[src/design/lpp_pkg.sv]
// ----------------------------------------------------------------------------
// lpp_pkg
// shared types and constants of the linked page pool allocator
// ----------------------------------------------------------------------------
package lpp_pkg;

   localparam int PAGES    = 64;
   localparam int IDX_W    = 6;
   localparam int CNT_W    = 7;
   localparam int SIZE_W   = 21;
   localparam int BYTES_W  = 24;
   localparam int QUO_W    = 25;
   localparam int STEP_W   = 5;

   localparam logic [CNT_W-1:0]  POOL_SIZE_RESET = 7'd64;
   localparam logic [SIZE_W-1:0] PAGE_SIZE_RESET = 21'd32768;

   typedef enum logic [1:0] {
      OP_ALLOC_PAGES = 2'd0,
      OP_ALLOC_BYTES = 2'd1,
      OP_FREE_LIST   = 2'd2,
      OP_STEP_HEAD   = 2'd3
   } op_type;

   typedef enum logic [1:0] {
      ST_OK        = 2'd0,
      ST_EXCEEDS   = 2'd1,
      ST_SHORT     = 2'd2,
      ST_NOT_HEAD  = 2'd3
   } status_type;

   typedef enum logic {
      REG_POOL_SIZE = 1'b0,
      REG_PAGE_SIZE = 1'b1
   } reg_type;

   // one page record as held in the page memory
   typedef struct packed {
      logic             used;
      logic             has_next;
      logic             has_prev;
      logic [IDX_W-1:0] next;
      logic [IDX_W-1:0] tail;
      logic [CNT_W-1:0] count;
   } entry_type;

endpackage

[src/design/linked_page_pool_allocator.sv]
// ----------------------------------------------------------------------------
// linked_page_pool_allocator
// pool of equal pages handed out as linked lists, one request at a time
// ----------------------------------------------------------------------------
// Every page record (used, next link, has-next, has-previous, and for list
// heads the tail and page count) lives in one 64-entry memory with registered
// read data. After reset, and after every write of the pool size register,
// a clearing pass writes one record per cycle back to free while no request
// is taken. A request takes one transaction at a time: an allocation scans the
// pages in index order at one page per cycle, after a bit-serial division
// for a byte request; a free walks its list page by page; a step reads the
// head and, if it has one, its next page. A result that finds the output
// register still occupied waits for it. A finished result waits in the output
// register while the next request is taken.
// ----------------------------------------------------------------------------
module linked_page_pool_allocator (
   input  logic                          clock,
   input  logic                          reset,
   // request channel
   input  logic                          req_valid,
   output logic                          req_ready,
   input  logic [1:0]                    req_opcode,
   input  logic [lpp_pkg::CNT_W-1:0]     req_page_total,
   input  logic [lpp_pkg::BYTES_W-1:0]   req_byte_total,
   input  logic [lpp_pkg::IDX_W-1:0]     req_head_page,
   // response channel
   output logic                          rsp_valid,
   input  logic                          rsp_ready,
   output logic [lpp_pkg::IDX_W-1:0]     rsp_first_page,
   output logic                          rsp_first_valid,
   output logic [lpp_pkg::IDX_W-1:0]     rsp_last_page,
   output logic [lpp_pkg::CNT_W-1:0]     rsp_pages_in_list,
   output logic [lpp_pkg::CNT_W-1:0]     rsp_pool_free,
   output logic [1:0]                    rsp_status,
   // configuration
   input  logic                          csr_we,
   input  logic                          csr_index,
   input  logic [lpp_pkg::SIZE_W-1:0]    csr_wdata
);

   typedef enum logic [3:0] {
      S_CLEAR,
      S_IDLE,
      S_DIV,
      S_CHECK,
      S_SCAN,
      S_ALLOC_LAST,
      S_ALLOC_FIRST,
      S_HEAD,
      S_WALK,
      S_STEP_NX,
      S_RESULT
   } state_type;

   localparam int IW = lpp_pkg::IDX_W;
   localparam int CW = lpp_pkg::CNT_W;
   localparam int QW = lpp_pkg::QUO_W;

   // control registers
   state_type                     state_ff, state_in;
   logic [IW-1:0]                 clr_idx_ff, clr_idx_in;
   logic [CW-1:0]                 pool_size_ff, pool_size_in;
   logic [lpp_pkg::SIZE_W-1:0]    page_size_ff, page_size_in;
   logic [CW-1:0]                 free_ff, free_in;
   logic                          rsp_valid_ff, rsp_valid_in;
   logic                          pend_ff, pend_in;

   // working registers of the current transaction
   lpp_pkg::op_type               op_ff, op_in;
   logic [QW-1:0]                 want_ff, want_in;
   lpp_pkg::status_type           status_ff, status_in;
   logic [CW-1:0]                 rd_idx_ff, rd_idx_in;
   logic [IW-1:0]                 pend_idx_ff, pend_idx_in;
   logic [CW-1:0]                 added_ff, added_in;
   logic [IW-1:0]                 first_ff, first_in;
   logic [IW-1:0]                 last_ff, last_in;
   logic [IW-1:0]                 first_next_ff, first_next_in;
   logic [IW-1:0]                 p_ff, p_in;
   logic [CW-1:0]                 freed_ff, freed_in;
   logic [IW-1:0]                 tail_ff, tail_in;
   logic [CW-1:0]                 cnt_ff, cnt_in;

   // result being assembled, then the output register
   logic [IW-1:0]                 res_first_ff, res_first_in;
   logic                          res_valid_ff, res_valid_in;
   logic [IW-1:0]                 res_last_ff, res_last_in;
   logic [CW-1:0]                 res_cnt_ff, res_cnt_in;
   lpp_pkg::status_type           res_status_ff, res_status_in;
   logic [IW-1:0]                 out_first_ff, out_first_in;
   logic                          out_valid_ff, out_valid_in;
   logic [IW-1:0]                 out_last_ff, out_last_in;
   logic [CW-1:0]                 out_cnt_ff, out_cnt_in;
   logic [CW-1:0]                 out_free_ff, out_free_in;
   lpp_pkg::status_type           out_status_ff, out_status_in;

   // memory port
   logic                          wr_en;
   logic [IW-1:0]                 wr_addr;
   lpp_pkg::entry_type            wr_entry;
   logic [IW-1:0]                 rd_addr;
   logic [$bits(lpp_pkg::entry_type)-1:0] rd_raw;
   lpp_pkg::entry_type            rd_entry;

   // divider
   logic                          div_start;
   logic                          div_done;
   logic [QW-1:0]                 div_dividend;
   logic [lpp_pkg::SIZE_W-1:0]    div_divisor;
   logic [QW-1:0]                 div_quotient;

   // helpers
   logic [CW-1:0]                 eff_n;
   logic [CW-1:0]                 wantc;
   logic [CW-1:0]                 new_count;
   logic                          req_fire;
   logic                          found;
   logic                          nx_ok;
   logic                          out_free_slot;

   lpp_ram #(
      .WIDTH ($bits(lpp_pkg::entry_type)),
      .DEPTH (lpp_pkg::PAGES)
   ) u_page_ram (
      .clock   (clock),
      .wr_en   (wr_en),
      .wr_addr (wr_addr),
      .wr_data (wr_entry),
      .rd_addr (rd_addr),
      .rd_data (rd_raw)
   );

   lpp_div u_div (
      .clock    (clock),
      .reset    (reset),
      .start    (div_start),
      .dividend (div_dividend),
      .divisor  (div_divisor),
      .done     (div_done),
      .quotient (div_quotient)
   );

   assign rd_entry = lpp_pkg::entry_type'(rd_raw);

   // pages in the pool, capped at the memory depth
   assign eff_n = (pool_size_ff > CW'(lpp_pkg::PAGES)) ? CW'(lpp_pkg::PAGES) : pool_size_ff;

   // byte request rounds up: (bytes + size - 1) / size, size 0 taken as 1
   assign div_divisor  = (page_size_ff == '0) ? lpp_pkg::SIZE_W'(1) : page_size_ff;
   assign div_dividend = QW'(req_byte_total) + QW'(div_divisor) - QW'(1);

   assign req_ready     = (state_ff == S_IDLE);
   assign req_fire      = req_valid && req_ready;
   assign out_free_slot = !rsp_valid_ff || rsp_ready;

   always_comb begin
      state_in      = state_ff;
      clr_idx_in    = clr_idx_ff;
      pool_size_in  = pool_size_ff;
      page_size_in  = page_size_ff;
      free_in       = free_ff;
      rsp_valid_in  = rsp_valid_ff && !rsp_ready;
      pend_in       = 1'b0;
      op_in         = op_ff;
      want_in       = want_ff;
      status_in     = status_ff;
      rd_idx_in     = rd_idx_ff;
      pend_idx_in   = pend_idx_ff;
      added_in      = added_ff;
      first_in      = first_ff;
      last_in       = last_ff;
      first_next_in = first_next_ff;
      p_in          = p_ff;
      freed_in      = freed_ff;
      tail_in       = tail_ff;
      cnt_in        = cnt_ff;
      res_first_in  = res_first_ff;
      res_valid_in  = res_valid_ff;
      res_last_in   = res_last_ff;
      res_cnt_in    = res_cnt_ff;
      res_status_in = res_status_ff;
      out_first_in  = out_first_ff;
      out_valid_in  = out_valid_ff;
      out_last_in   = out_last_ff;
      out_cnt_in    = out_cnt_ff;
      out_free_in   = out_free_ff;
      out_status_in = out_status_ff;
      wr_en         = 1'b0;
      wr_addr       = '0;
      wr_entry      = '0;
      rd_addr       = '0;
      div_start     = 1'b0;
      wantc         = '0;
      new_count     = '0;
      found         = 1'b0;
      nx_ok         = 1'b0;

      unique case (state_ff)
         S_CLEAR: begin
            // one record per cycle back to free
            wr_en      = 1'b1;
            wr_addr    = clr_idx_ff;
            clr_idx_in = clr_idx_ff + 1'b1;
            if (clr_idx_ff == IW'(lpp_pkg::PAGES - 1)) begin
               state_in = S_IDLE;
            end
         end

         S_IDLE: begin
            if (req_fire) begin
               op_in     = lpp_pkg::op_type'(req_opcode);
               p_in      = req_head_page;
               freed_in  = '0;
               status_in = lpp_pkg::ST_OK;
               unique case (lpp_pkg::op_type'(req_opcode))
                  lpp_pkg::OP_ALLOC_PAGES: begin
                     want_in  = QW'(req_page_total);
                     state_in = S_CHECK;
                  end
                  lpp_pkg::OP_ALLOC_BYTES: begin
                     div_start = 1'b1;
                     state_in  = S_DIV;
                  end
                  lpp_pkg::OP_FREE_LIST, lpp_pkg::OP_STEP_HEAD: begin
                     rd_addr = req_head_page;
                     if ({1'b0, req_head_page} >= eff_n) begin
                        res_first_in  = '0;
                        res_valid_in  = 1'b0;
                        res_last_in   = '0;
                        res_cnt_in    = '0;
                        res_status_in = lpp_pkg::ST_NOT_HEAD;
                        state_in      = S_RESULT;
                     end else begin
                        state_in = S_HEAD;
                     end
                  end
               endcase
            end
         end

         S_DIV: begin
            if (div_done) begin
               want_in  = div_quotient;
               state_in = S_CHECK;
            end
         end

         S_CHECK: begin
            res_first_in = '0;
            res_valid_in = 1'b0;
            res_last_in  = '0;
            res_cnt_in   = '0;
            if (want_ff > QW'(eff_n)) begin
               res_status_in = lpp_pkg::ST_EXCEEDS;
               state_in      = S_RESULT;
            end else begin
               // cut to the free count when short
               if (want_ff > QW'(free_ff)) begin
                  wantc     = free_ff;
                  status_in = lpp_pkg::ST_SHORT;
               end else begin
                  wantc = want_ff[CW-1:0];
               end
               want_in   = QW'(wantc);
               rd_idx_in = '0;
               added_in  = '0;
               if (wantc == '0) begin
                  res_status_in = status_in;
                  state_in      = S_RESULT;
               end else begin
                  state_in = S_SCAN;
               end
            end
         end

         S_SCAN: begin
            // issue the next read while the previous record comes back
            rd_addr = rd_idx_ff[IW-1:0];
            if (rd_idx_ff < eff_n) begin
               pend_in     = 1'b1;
               pend_idx_in = rd_idx_ff[IW-1:0];
               rd_idx_in   = rd_idx_ff + 1'b1;
            end
            found = pend_ff && (added_ff < want_ff[CW-1:0]) && !rd_entry.used;
            if (found) begin
               if (added_ff == '0) begin
                  first_in = pend_idx_ff;
               end else begin
                  // link the previous page to this one
                  wr_en             = 1'b1;
                  wr_addr           = last_ff;
                  wr_entry.used     = 1'b1;
                  wr_entry.has_next = 1'b1;
                  wr_entry.has_prev = (last_ff != first_ff);
                  wr_entry.next     = pend_idx_ff;
                  if (added_ff == CW'(1)) begin
                     first_next_in = pend_idx_ff;
                  end
               end
               last_in  = pend_idx_ff;
               added_in = added_ff + 1'b1;
               if (added_in == want_ff[CW-1:0]) begin
                  state_in = S_ALLOC_LAST;
               end
            end else if (!(rd_idx_ff < eff_n) && !pend_ff) begin
               if (added_ff == '0) begin
                  res_first_in  = '0;
                  res_valid_in  = 1'b0;
                  res_last_in   = '0;
                  res_cnt_in    = '0;
                  res_status_in = status_ff;
                  state_in      = S_RESULT;
               end else begin
                  state_in = S_ALLOC_LAST;
               end
            end
         end

         S_ALLOC_LAST: begin
            // tail record; also the head record when the list has one page
            wr_en             = 1'b1;
            wr_addr           = last_ff;
            wr_entry.used     = 1'b1;
            wr_entry.has_prev = (added_ff != CW'(1));
            wr_entry.tail     = last_ff;
            wr_entry.count    = added_ff;
            free_in           = free_ff - added_ff;
            res_first_in      = first_ff;
            res_valid_in      = 1'b1;
            res_last_in       = last_ff;
            res_cnt_in        = added_ff;
            res_status_in     = status_ff;
            state_in          = (added_ff != CW'(1)) ? S_ALLOC_FIRST : S_RESULT;
         end

         S_ALLOC_FIRST: begin
            wr_en             = 1'b1;
            wr_addr           = first_ff;
            wr_entry.used     = 1'b1;
            wr_entry.has_next = 1'b1;
            wr_entry.next     = first_next_ff;
            wr_entry.tail     = last_ff;
            wr_entry.count    = added_ff;
            state_in          = S_RESULT;
         end

         S_HEAD, S_WALK: begin
            res_first_in  = '0;
            res_valid_in  = 1'b0;
            res_last_in   = '0;
            res_status_in = lpp_pkg::ST_OK;
            priority if (state_ff == S_HEAD && (!rd_entry.used || rd_entry.has_prev)) begin
               res_cnt_in    = '0;
               res_status_in = lpp_pkg::ST_NOT_HEAD;
               state_in      = S_RESULT;
            end else if (state_ff == S_WALK && !rd_entry.used) begin
               res_cnt_in = freed_ff;
               state_in   = S_RESULT;
            end else begin
               // give the page back
               wr_en   = 1'b1;
               wr_addr = p_ff;
               if (free_ff < eff_n) begin
                  free_in = free_ff + 1'b1;
               end
               // a link to the page just freed reads as free
               nx_ok   = rd_entry.has_next && ({1'b0, rd_entry.next} < eff_n)
                         && (rd_entry.next != p_ff);
               rd_addr = rd_entry.next;
               p_in    = rd_entry.next;
               if (op_ff == lpp_pkg::OP_FREE_LIST) begin
                  freed_in = freed_ff + 1'b1;
                  if (nx_ok && freed_in != CW'(lpp_pkg::PAGES)) begin
                     state_in = S_WALK;
                  end else begin
                     res_cnt_in = freed_in;
                     state_in   = S_RESULT;
                  end
               end else begin
                  tail_in    = rd_entry.tail;
                  cnt_in     = (rd_entry.count == '0) ? '0 : rd_entry.count - 1'b1;
                  res_cnt_in = '0;
                  state_in   = nx_ok ? S_STEP_NX : S_RESULT;
               end
            end
         end

         S_STEP_NX: begin
            res_status_in = lpp_pkg::ST_OK;
            if (!rd_entry.used) begin
               res_first_in = '0;
               res_valid_in = 1'b0;
               res_last_in  = '0;
               res_cnt_in   = '0;
            end else begin
               // next page becomes the head
               wr_en             = 1'b1;
               wr_addr           = p_ff;
               wr_entry          = rd_entry;
               wr_entry.has_prev = 1'b0;
               wr_entry.tail     = tail_ff;
               wr_entry.count    = cnt_ff;
               res_first_in      = p_ff;
               res_valid_in      = 1'b1;
               res_last_in       = tail_ff;
               res_cnt_in        = cnt_ff;
            end
            state_in = S_RESULT;
         end

         S_RESULT: begin
            if (out_free_slot) begin
               out_first_in  = res_first_ff;
               out_valid_in  = res_valid_ff;
               out_last_in   = res_last_ff;
               out_cnt_in    = res_cnt_ff;
               out_free_in   = free_ff;
               out_status_in = res_status_ff;
               rsp_valid_in  = 1'b1;
               state_in      = S_IDLE;
            end
         end

         default: begin
            state_in = S_IDLE;
         end
      endcase

      // the user must write configuration only while idle; the block does not enforce it
      if (csr_we) begin
         unique case (lpp_pkg::reg_type'(csr_index))
            lpp_pkg::REG_POOL_SIZE: begin
               pool_size_in = csr_wdata[CW-1:0];
               new_count    = csr_wdata[CW-1:0];
               free_in      = (new_count > CW'(lpp_pkg::PAGES)) ?
                              CW'(lpp_pkg::PAGES) : new_count;
               clr_idx_in   = '0;
               state_in     = S_CLEAR;
            end
            lpp_pkg::REG_PAGE_SIZE: begin
               page_size_in = csr_wdata;
            end
         endcase
      end
   end

   always_ff @(posedge clock) begin
      if (reset) begin
         state_ff      <= S_CLEAR;
         clr_idx_ff    <= '0;
         pool_size_ff  <= lpp_pkg::POOL_SIZE_RESET;
         page_size_ff  <= lpp_pkg::PAGE_SIZE_RESET;
         free_ff       <= lpp_pkg::POOL_SIZE_RESET;
         rsp_valid_ff  <= 1'b0;
         pend_ff       <= 1'b0;
      end else begin
         state_ff      <= state_in;
         clr_idx_ff    <= clr_idx_in;
         pool_size_ff  <= pool_size_in;
         page_size_ff  <= page_size_in;
         free_ff       <= free_in;
         rsp_valid_ff  <= rsp_valid_in;
         pend_ff       <= pend_in;
      end
      op_ff         <= op_in;
      want_ff       <= want_in;
      status_ff     <= status_in;
      rd_idx_ff     <= rd_idx_in;
      pend_idx_ff   <= pend_idx_in;
      added_ff      <= added_in;
      first_ff      <= first_in;
      last_ff       <= last_in;
      first_next_ff <= first_next_in;
      p_ff          <= p_in;
      freed_ff      <= freed_in;
      tail_ff       <= tail_in;
      cnt_ff        <= cnt_in;
      res_first_ff  <= res_first_in;
      res_valid_ff  <= res_valid_in;
      res_last_ff   <= res_last_in;
      res_cnt_ff    <= res_cnt_in;
      res_status_ff <= res_status_in;
      out_first_ff  <= out_first_in;
      out_valid_ff  <= out_valid_in;
      out_last_ff   <= out_last_in;
      out_cnt_ff    <= out_cnt_in;
      out_free_ff   <= out_free_in;
      out_status_ff <= out_status_in;
   end

   // response ports straight from the output register
   assign rsp_valid         = rsp_valid_ff;
   assign rsp_first_page    = out_first_ff;
   assign rsp_first_valid   = out_valid_ff;
   assign rsp_last_page     = out_last_ff;
   assign rsp_pages_in_list = out_cnt_ff;
   assign rsp_pool_free     = out_free_ff;
   assign rsp_status        = out_status_ff;

endmodule

[src/design/lpp_ram.sv]
// ----------------------------------------------------------------------------
// lpp_ram
// generic single write, single read memory with registered read data
// ----------------------------------------------------------------------------
module lpp_ram #(
   parameter int WIDTH = 8,
   parameter int DEPTH = 64
) (
   input  logic                     clock,
   input  logic                     wr_en,
   input  logic [$clog2(DEPTH)-1:0] wr_addr,
   input  logic [WIDTH-1:0]         wr_data,
   input  logic [$clog2(DEPTH)-1:0] rd_addr,
   output logic [WIDTH-1:0]         rd_data
);

   logic [WIDTH-1:0] mem [DEPTH];
   logic [WIDTH-1:0] rd_data_ff;

   always_ff @(posedge clock) begin
      if (wr_en) begin
         mem[wr_addr] <= wr_data;
      end
      rd_data_ff <= mem[rd_addr];
   end

   assign rd_data = rd_data_ff;

endmodule

[src/design/lpp_div.sv]
// ----------------------------------------------------------------------------
// lpp_div
// restoring divider, one quotient bit per cycle
// ----------------------------------------------------------------------------
module lpp_div (
   input  logic                         clock,
   input  logic                         reset,
   input  logic                         start,
   input  logic [lpp_pkg::QUO_W-1:0]    dividend,
   input  logic [lpp_pkg::SIZE_W-1:0]   divisor,
   output logic                         done,
   output logic [lpp_pkg::QUO_W-1:0]    quotient
);

   logic                          busy_ff, busy_in;
   logic                          done_ff, done_in;
   logic [lpp_pkg::STEP_W-1:0]    cnt_ff, cnt_in;
   logic [lpp_pkg::SIZE_W-1:0]    rem_ff, rem_in;
   logic [lpp_pkg::SIZE_W-1:0]    dsr_ff, dsr_in;
   logic [lpp_pkg::QUO_W-1:0]     quo_ff, quo_in;
   logic [lpp_pkg::SIZE_W:0]      shifted;
   logic [lpp_pkg::SIZE_W:0]      diff;
   logic                          ge;

   always_comb begin
      shifted = {rem_ff, quo_ff[lpp_pkg::QUO_W-1]};
      ge      = shifted >= {1'b0, dsr_ff};
      diff    = shifted - {1'b0, dsr_ff};
      busy_in = busy_ff;
      done_in = 1'b0;
      cnt_in  = cnt_ff;
      rem_in  = rem_ff;
      dsr_in  = dsr_ff;
      quo_in  = quo_ff;
      if (start) begin
         busy_in = 1'b1;
         cnt_in  = lpp_pkg::STEP_W'(lpp_pkg::QUO_W - 1);
         rem_in  = '0;
         dsr_in  = divisor;
         quo_in  = dividend;
      end else if (busy_ff) begin
         rem_in = ge ? diff[lpp_pkg::SIZE_W-1:0] : shifted[lpp_pkg::SIZE_W-1:0];
         quo_in = {quo_ff[lpp_pkg::QUO_W-2:0], ge};
         cnt_in = cnt_ff - 1'b1;
         if (cnt_ff == '0) begin
            busy_in = 1'b0;
            done_in = 1'b1;
         end
      end
   end

   always_ff @(posedge clock) begin
      if (reset) begin
         busy_ff <= 1'b0;
         done_ff <= 1'b0;
      end else begin
         busy_ff <= busy_in;
         done_ff <= done_in;
      end
      cnt_ff <= cnt_in;
      rem_ff <= rem_in;
      dsr_ff <= dsr_in;
      quo_ff <= quo_in;
   end

   assign done     = done_ff;
   assign quotient = quo_ff;

endmodule

[config.mk]
export PLATFORM = sky130hd
export DESIGN_NAME = linked_page_pool_allocator
export DESIGN_NICKNAME = d
export VERILOG_FILES = /design/src/design/lpp_pkg.sv /design/src/design/linked_page_pool_allocator.sv /design/src/design/lpp_ram.sv /design/src/design/lpp_div.sv
export SDC_FILE = /design/constraint.sdc
export NUM_CORES = 2
export LEC_CHECK = 0
export ABC_AREA = 1
export BUFFER_PORTS_ARGS = -buffer_cell sky130_fd_sc_hd__buf_2
export CELL_PAD_IN_SITES_DETAIL_PLACEMENT = 1
export CELL_PAD_IN_SITES_GLOBAL_PLACEMENT = 1
export CORE_MARGIN = 10
export CORE_UTILIZATION = 46
export CTS_CLUSTER_DIAMETER = 60
export CTS_CLUSTER_SIZE = 40
export DETAILED_ROUTE_END_ITERATION = 8
export PLACE_DENSITY = 0.73
export SETUP_SLACK_MARGIN = 0.02
export SLEW_MARGIN = 15
export SYNTH_ARGS = -nofsm -noshare
export SYNTH_HDL_FRONTEND = slang
export SYNTH_SLANG_ARGS = --single-unit
[constraint.sdc]
create_clock -name clock -period 5.5 [get_ports clock]
set_input_delay 0.825 -clock clock [delete_from_list [all_inputs] [get_ports clock]]
set_output_delay 0.825 -clock clock [all_outputs]
set_load 0.03 [all_outputs]
### Word level (Yosys, flattened, before mapping)

Memory sizes are Yosys's and may differ from the RTL's. A register that Yosys moved wholly into a read port is not among the register bits.
Cells that the tools add are included.

| storage, ports and cells | value |
|---|---|
| output and inout bits | 31 |
| register bits | 265 |
| word-level logic and storage cells | 297 |
| input port bits | 66 |
| RAM bits | 1408 |
| memories kept | 1 |

Memories:

| name | depth | width | read ports | clocked after Yosys merged registers in | write ports | RTL line | text |
|---|---|---|---|---|---|---|---|
| u_page_ram.mem | 64 | 22 | 1 | 1 | 1 | lpp_ram.sv:17 | `logic [WIDTH-1:0] mem [DEPTH];` |

| operators by class | value |
|---|---|
| eq/ne operators | 37 |
| $add $sub $neg | 11 |
| order comparisons | 10 |
| reduce and logical (&&, ||, !) cells | 57 |
| bitwise gates (word level) | 7 |
| muxes and demuxes | 137 |

Operators with widths:

| cell | number |
|---|---|
| 7-bit two-way mux | 28 |
| 25-bit two-way mux | 6 |
| 6-bit two-way mux | 22 |
| 25-bit one-hot mux with 3 select lines | 1 |
| 4-bit two-way mux | 17 |
| 6-bit one-hot mux with 5 select lines | 2 |
| 7-bit one-hot mux with 2 select lines | 4 |
| 25-bit by 7-bit greater-than comparator with 1-bit output | 2 |
| 21-bit two-way mux | 2 |
| 7-bit one-hot mux with 6 select lines | 1 |
| 4-bit one-hot mux with 9 select lines | 1 |
| 6-bit one-hot mux with 3 select lines | 2 |
| 6-bit one-hot mux with 6 select lines | 1 |
| 7-bit by 1-bit adder with 7-bit output, second input constant | 4 |
| 2-bit two-way mux | 14 |
| 13-bit one-hot mux with 2 select lines | 1 |
| 24-bit by 21-bit adder with 25-bit output | 1 |
| 25-bit by 1-bit subtractor with 25-bit output, second input constant | 1 |
| 1-bit two-way mux | 23 |
| 22-bit by 21-bit greater-or-equal comparator with 1-bit output | 1 |
| 22-bit two-way mux | 1 |
| 21-bit zero test | 1 |
| 7-bit zero test | 3 |
| 7-bit less-than comparator | 3 |
| other kinds (51) | 117 |

### Depth between registers and ports, before layout

| depth | value |
|---|---|
| depth in word-level cells | 13 |
| gate-level depth with buffers | 19 |
| gate-level depth less buffers | 19 |

### By module

From an unflattened synthesis, not the netlist that was laid out.

| second synthesis, totals | value |
|---|---|
| cells, all modules | 6876 |
| area total of the unflattened synthesis | 73999.7 um^2 |

By module, submodules not included:

| module | sequential area each (um^2) | cells each | instances | area an instance (um^2) |
|---|---|---|---|---|
| lpp_ram | 42721.0 | 4817 | 1 | 57331.2 |
| linked_page_pool_allocator | 5265.0 | 1447 | 1 | 12077.8 |
| lpp_div | 1941.9 | 612 | 1 | 4590.7 |

### Least setup slack after synthesis

OpenSTA, ideal clock, no wires.

| timing path | value |
|---|---|
| path kind | reg2reg |
| from | register added_ff[6] |
| to | memory u_page_ram.mem[0][19] (netlist name), data pin |
| path buffers | 0 |
| clock period less this slack | 5166 ps |
| arrival time | 4465 ps |
| stages on the path, launching flop included | 8 |
| slack | 334 ps |
| library setup time | 702 ps |
| required time | 4798 ps |
| path through | edfxtp_1 > ha_1 > a21oi_1 > o21a_1 > nand4_1 > nor2_1 > nand2_1 > o21ai_0 |

| on the way | value |
|---|---|
| longest elaborated chain between the ends | 5 |
| elaborated cells on any way between the ends | 8 |
| those cells by class | order compare: 1; eq/ne: 1; mux: 3; reduce/logical: 3 |

RTL lines:

| what | RTL line | text |
|---|---|---|
| start, declared | linked_page_pool_allocator.sv:74 | `logic [CW-1:0] added_ff, added_in;` |
| start signal, assigned | linked_page_pool_allocator.sv:469 | `added_ff <= added_in;` |
| 7-bit less-than comparator | linked_page_pool_allocator.sv:283 | `found = pend_ff && (added_ff < want_ff[CW-1:0]) && !rd_entry.used;` |
| 1-bit logical AND (2 in a row) | linked_page_pool_allocator.sv:283 |  |
| 9-bit two-way mux | linked_page_pool_allocator.sv:284 | `if (found) begin` |
| 1-bit one-hot mux with 3 select lines (*) | linked_page_pool_allocator.sv:197 | `unique case (state_ff)` |
| named net u_page_ram.wr_data[19] | lpp_ram.sv:12 | `input logic [WIDTH-1:0] wr_data,` |
| end, declared | lpp_ram.sv:17 |  |

The timed path passes the listed nets; every way through them passes the cells marked *.

### Final worst setup path

| timing path | value |
|---|---|
| from | register want_ff[2] |
| to | memory u_page_ram.mem[23][3] (netlist name) (enable) |

| on the way | value |
|---|---|
| longest elaborated chain between the ends | 7 |
| elaborated cells on any way between the ends | 9 |
| those cells by class | order compare: 1; mux: 6; reduce/logical: 2 |

RTL lines:

| what | RTL line | text |
|---|---|---|
| start, declared | linked_page_pool_allocator.sv:70 | `logic [QW-1:0] want_ff, want_in;` |
| start signal, assigned | linked_page_pool_allocator.sv:465 | `want_ff <= want_in;` |
| 7-bit less-than comparator (*) | linked_page_pool_allocator.sv:283 |  |
| 1-bit logical AND (*) (2 in a row) | linked_page_pool_allocator.sv:283 |  |
| 1-bit two-way mux | linked_page_pool_allocator.sv:284 |  |
| 1-bit one-hot mux with 4 select lines | linked_page_pool_allocator.sv:197 |  |
| 1-bit two-way mux | lpp_ram.sv:21 | `if (wr_en) begin` |
| 1-bit two-way mux (implied by the code) | lpp_ram.sv:22 | `mem[wr_addr] <= wr_data;` |

Mark *: on every way between the ends. The rest lies on a longest branch, timed or not.

==> results.yml <==
run_status:
  run_status: "finished, final reports clean"
setup_path:
  ff2ff_path_depth: 15
  worstPathCellList: "inv_1 -> ha_1 -> a21oi_1 -> o21ai_0 -> nand4_1 -> nand4_1 -> nor2_1 -> nand2_1 -> buf_4 -> o21ai_0 -> inv_1 -> nor2_1 -> nand2_1 -> nor2_2 -> buf_12"
  capturing_element_type_of_the_critical_path: "register"
  startpoint_of_the_lowest_slack_register_to_register_path: "want_ff[2]"
  max_stage_delay_ns: 0.72
  crit_arrival_ns: 4.86
  type_of_origin_of_the_critical_path: "register"
  critPathKind: "reg -> reg"
  crit-reg2reg-capture: "u_page_ram.mem[23][3]"
  worstPathMaxFanout: 15
  critical-path-slowest-cell: "sky130_fd_sc_hd__nor2_2"
  reg2reg_slack_ns: 1.17
  worst_ep_required_time_ns: 6.03
power_and_ir_drop:
  p_switching_w: 0.00592
  leakage_power_nw: 34.4
  pwr-share-clk: 0.420
  power_report.internal_total_w: 0.0196
  post-layout-total-power_w: 0.0255
  power_switching_share: 0.232
  powerDensity_nw_per_um2: 295
  share_of_power_burned_in_combinational_logic: 0.030
  irDropWorstVdd_mv: 0.343
  power.sequential.fraction: 0.550
synth:
  yosysMostFrequentCell: "sky130_fd_sc_hd__edfxtp_1"
  synth.top_cells.by_count: "1598 x sky130_fd_sc_hd__edfxtp_1, 1584 x sky130_fd_sc_hd__nand3_1, 1223 x sky130_fd_sc_hd__nand2_1, 1106 x sky130_fd_sc_hd__inv_1, 517 x sky130_fd_sc_hd__nand3b_1"
  synth_area_um2: 78300
  yosys.area.top_type_share: 0.613
  sequential_area_share_after_synthesis: 0.638
  syn_area_per_cell_um2: 10.4
  async_set_reset_flop_share_out_of_synthesis: 0
  synth.area.top_cells: "sky130_fd_sc_hd__edfxtp_1 61%, sky130_fd_sc_hd__nand3_1 10%, sky130_fd_sc_hd__nand2_1 5.9%"
  yosysTopAreaCell: "sky130_fd_sc_hd__edfxtp_1"
  synth_seq_cells: 1695
  postSynthNetCount: 7699
  synthFlopType: "sky130_fd_sc_hd__edfxtp_1"
  synthesis.yosys.warnings: 0
  post_synth_num_cell_types: 50
  syn_inst: 7505
  synth_enable_flop_cells: 1598
sta:
  report.final.slew_viol_count: 0
  max_freq_mhz: 231
  final_period_minus_worst_setup_slack_ns: 4.33
  finalClockSkew_ns: 0.0469
  worst_pin_slew_ns: 1.22
  max_slew_margin: 0.182
  final-hold-violation-count: 0
  setup-violations-final: 0
  setup_total_negative_slack_ns: 0
  share_of_the_cycle_needed_by_the_critical_path_after_routing: 0.787
  rsz0062_at_grt: "false"
final_layout:
  final_net_count: 7682
  multiInputGateArea_um2: 22600
  register_area_um2: 49900
  layout.core_utilization: 0.511
  area.growth.synth_to_final_pct: 10.5
  layout_cell_share_with_drive_strength_beyond_1: 0.0847
  final.fill_count: 18202
die:
  floorplan.die.height_um: 433
  initial_core_util: 0.463
  std_cell_rows: 151
  design.portCount: 97
  die_width_um: 433
  floorplan.core_area_um2: 169000
  die_area_um2: 187000
clock_tree:
  cts.repair.resized: 0
  clk_path_buf_depth: 3
  worst_setup_hold_path_clk_slew_ns: 0.08
  cts_num_sinks: 1695
  total_clock_buffers_created_by_cts: 136
  clock_insertion_delay_at_the_later_pin_of_the_skew_report_ns: 0.84
  cts-root-buf: "sky130_fd_sc_hd__clkbuf_16"
  ctsHoldBuffers: 0
  tritoncts_clock_tree: "built"
  htreeDepth: 4
  cts.repair_timing.setup_buffer_count: 0
detailed_routing:
  detailroute.via_count: 57383
  drt_first_iter_violations: 6177
  drt-vias-per-instance: 5.84
  wirelength_um: 249000
  drt-pass1-iter-count: 7
  post-route-drc-count: 0
  postRouteAntennaNets: 0
  routed_wire_length_per_instance_um: 25.4
min_path:
  worstHoldEndpoint: "op_ff[0]"
  hp-class: "in -> reg"
  min-delay-start: "req_opcode[0]"
  cell_count_of_the_worst_hold_path: 1
global_routing:
  first_global_vias: 59696
  global_route.overflow_total: 0
  grtUsageTotal: 0.261
  wire_length_of_the_first_global_routing_pass_um: 373000
  grt_start_max_net_pins: 224
  antenna_found_initial: 7
placed_design:
  gp_congestion: 0.869
  io_buffers: 96
  dpl.hpwl_um: 149000
job:
  max-cap-violations: 0
worst max-delay path, delay by kind of cell (launching register included):
family | cells | cell delay [ns]
buf+inv | 4 | 0.76
simple gates | 7 | 1.79
flops | 1 | 0.43
compound gates | 3 | 0.76
fa+ha+maj | 1 | 0.27
state kept, by name, indices dropped and copies added (netlist names), 21 cells and up:
register / flops
page_size_ff: 21
u_div.dsr_ff: 21
u_div.quotient: 25
u_div.rem_ff: 21
u_page_ram.mem: 1408
u_page_ram.rd_data: 22
want_ff: 25
logic make-up (layout without fill, tap and decap cells):
kind of cell,Yosys count,after routing,synth area share
compound gates,393,393,0.0282
xor+xnor,47,47,0.00526
fa+ha+maj,128,128,0.0207
buf+inv,1550,1647,0.0787
flops,1695,1695,0.638
other cells,0,1,0
simple gates,3692,3692,0.230
per-layer routing:
layer  global-route usage  up-vias  wire (µm)
met2                0.429     2140     119000
met4               0.0928        0       8610
met1                0.354    29222     105000
li1                     -    25585          -
met3               0.0349      436      17100
met5                    0        -          0
power by group through the flow:
stage,clock [W],combinational (W),sequential [W]
4_1_cts,0.0108,0.000773,0.0140
6_report,0.0107,0.000772,0.0140
3_3_place_gp,0,0.000739,0.0143
5_1_grt,0.0113,0.000864,0.0140
2_1_floorplan,0,0.000506,0.0143
3_5_place_dp,0,0.000765,0.0143
cells in the final DEF, fill, tap and decap left out, types with 10 or more instances in the layout:
cell / count
sky130_fd_sc_hd__inv_1: 1106
sky130_fd_sc_hd__o211ai_1: 28
sky130_fd_sc_hd__nand2_1: 1219
sky130_fd_sc_hd__nand4_1: 18
sky130_fd_sc_hd__dfxtp_1: 97
sky130_fd_sc_hd__inv_8: 17
sky130_fd_sc_hd__clkinv_4: 15
sky130_fd_sc_hd__nand3_1: 1581
sky130_fd_sc_hd__xnor2_1: 16
sky130_fd_sc_hd__nor2_2: 71
sky130_fd_sc_hd__or2_2: 14
sky130_fd_sc_hd__xor2_1: 31
sky130_fd_sc_hd__ha_1: 125
sky130_fd_sc_hd__buf_4: 151
sky130_fd_sc_hd__buf_12: 30
sky130_fd_sc_hd__buf_2: 96
sky130_fd_sc_hd__a211oi_1: 13
sky130_fd_sc_hd__o21ai_0: 145
sky130_fd_sc_hd__clkinv_8: 14
sky130_fd_sc_hd__edfxtp_1: 1598
sky130_fd_sc_hd__nor3_1: 17
sky130_fd_sc_hd__nor2_1: 224
sky130_fd_sc_hd__a21oi_1: 133
sky130_fd_sc_hd__clkbuf_16: 139
sky130_fd_sc_hd__o22ai_1: 18
sky130_fd_sc_hd__clkinv_1: 11
sky130_fd_sc_hd__nand3b_1: 517
sky130_fd_sc_hd__nor4_1: 10
sky130_fd_sc_hd__inv_6: 24
worst max path at each step:
stage	from	end	slack, ns	cells after the start
5_1_grt	state_ff[0]	u_page_ram.mem[23][3]	1.04	15
3_3_place_gp	req_valid	u_page_ram.rd_data[19]	1.10	13
6_report	want_ff[2]	u_page_ram.mem[23][3]	1.17	15
2_1_floorplan	added_ff[6]	u_page_ram.mem[0][19]	0.33	7
3_5_place_dp	req_valid	u_page_ram.rd_data[19]	1.02	13
4_1_cts	state_ff[1]	u_page_ram.rd_data[19]	1.31	13
per-stage QoR:
stage          hold slack (ns)  cell area, µm²  cells  setup slack (ns)
3_5_place_dp             0.392           81700   9568              1.02
6_report                 0.218           86600   9821              1.17
5_1_grt                  0.202           86600   9821              1.04
3_3_place_gp             0.392           81700   9568              1.10
2_1_floorplan            0.386           78300   7505             0.334
4_1_cts                  0.172           86600   9820              1.31
layout make-up:
cell class | count | share of cell area
sequential | 1695 | 0.577
multi-input combinational | 4260 | 0.261
inverter | 1118 | 0.0486
clock buffer | 144 | 0.0405
tap | 2218 | 0.0321
timing repair buffer | 277 | 0.0256
clock inverter | 108 | 0.0151
antenna | 1 | 0.0000289
Note: power is estimated with default switching activity, not from simulation.
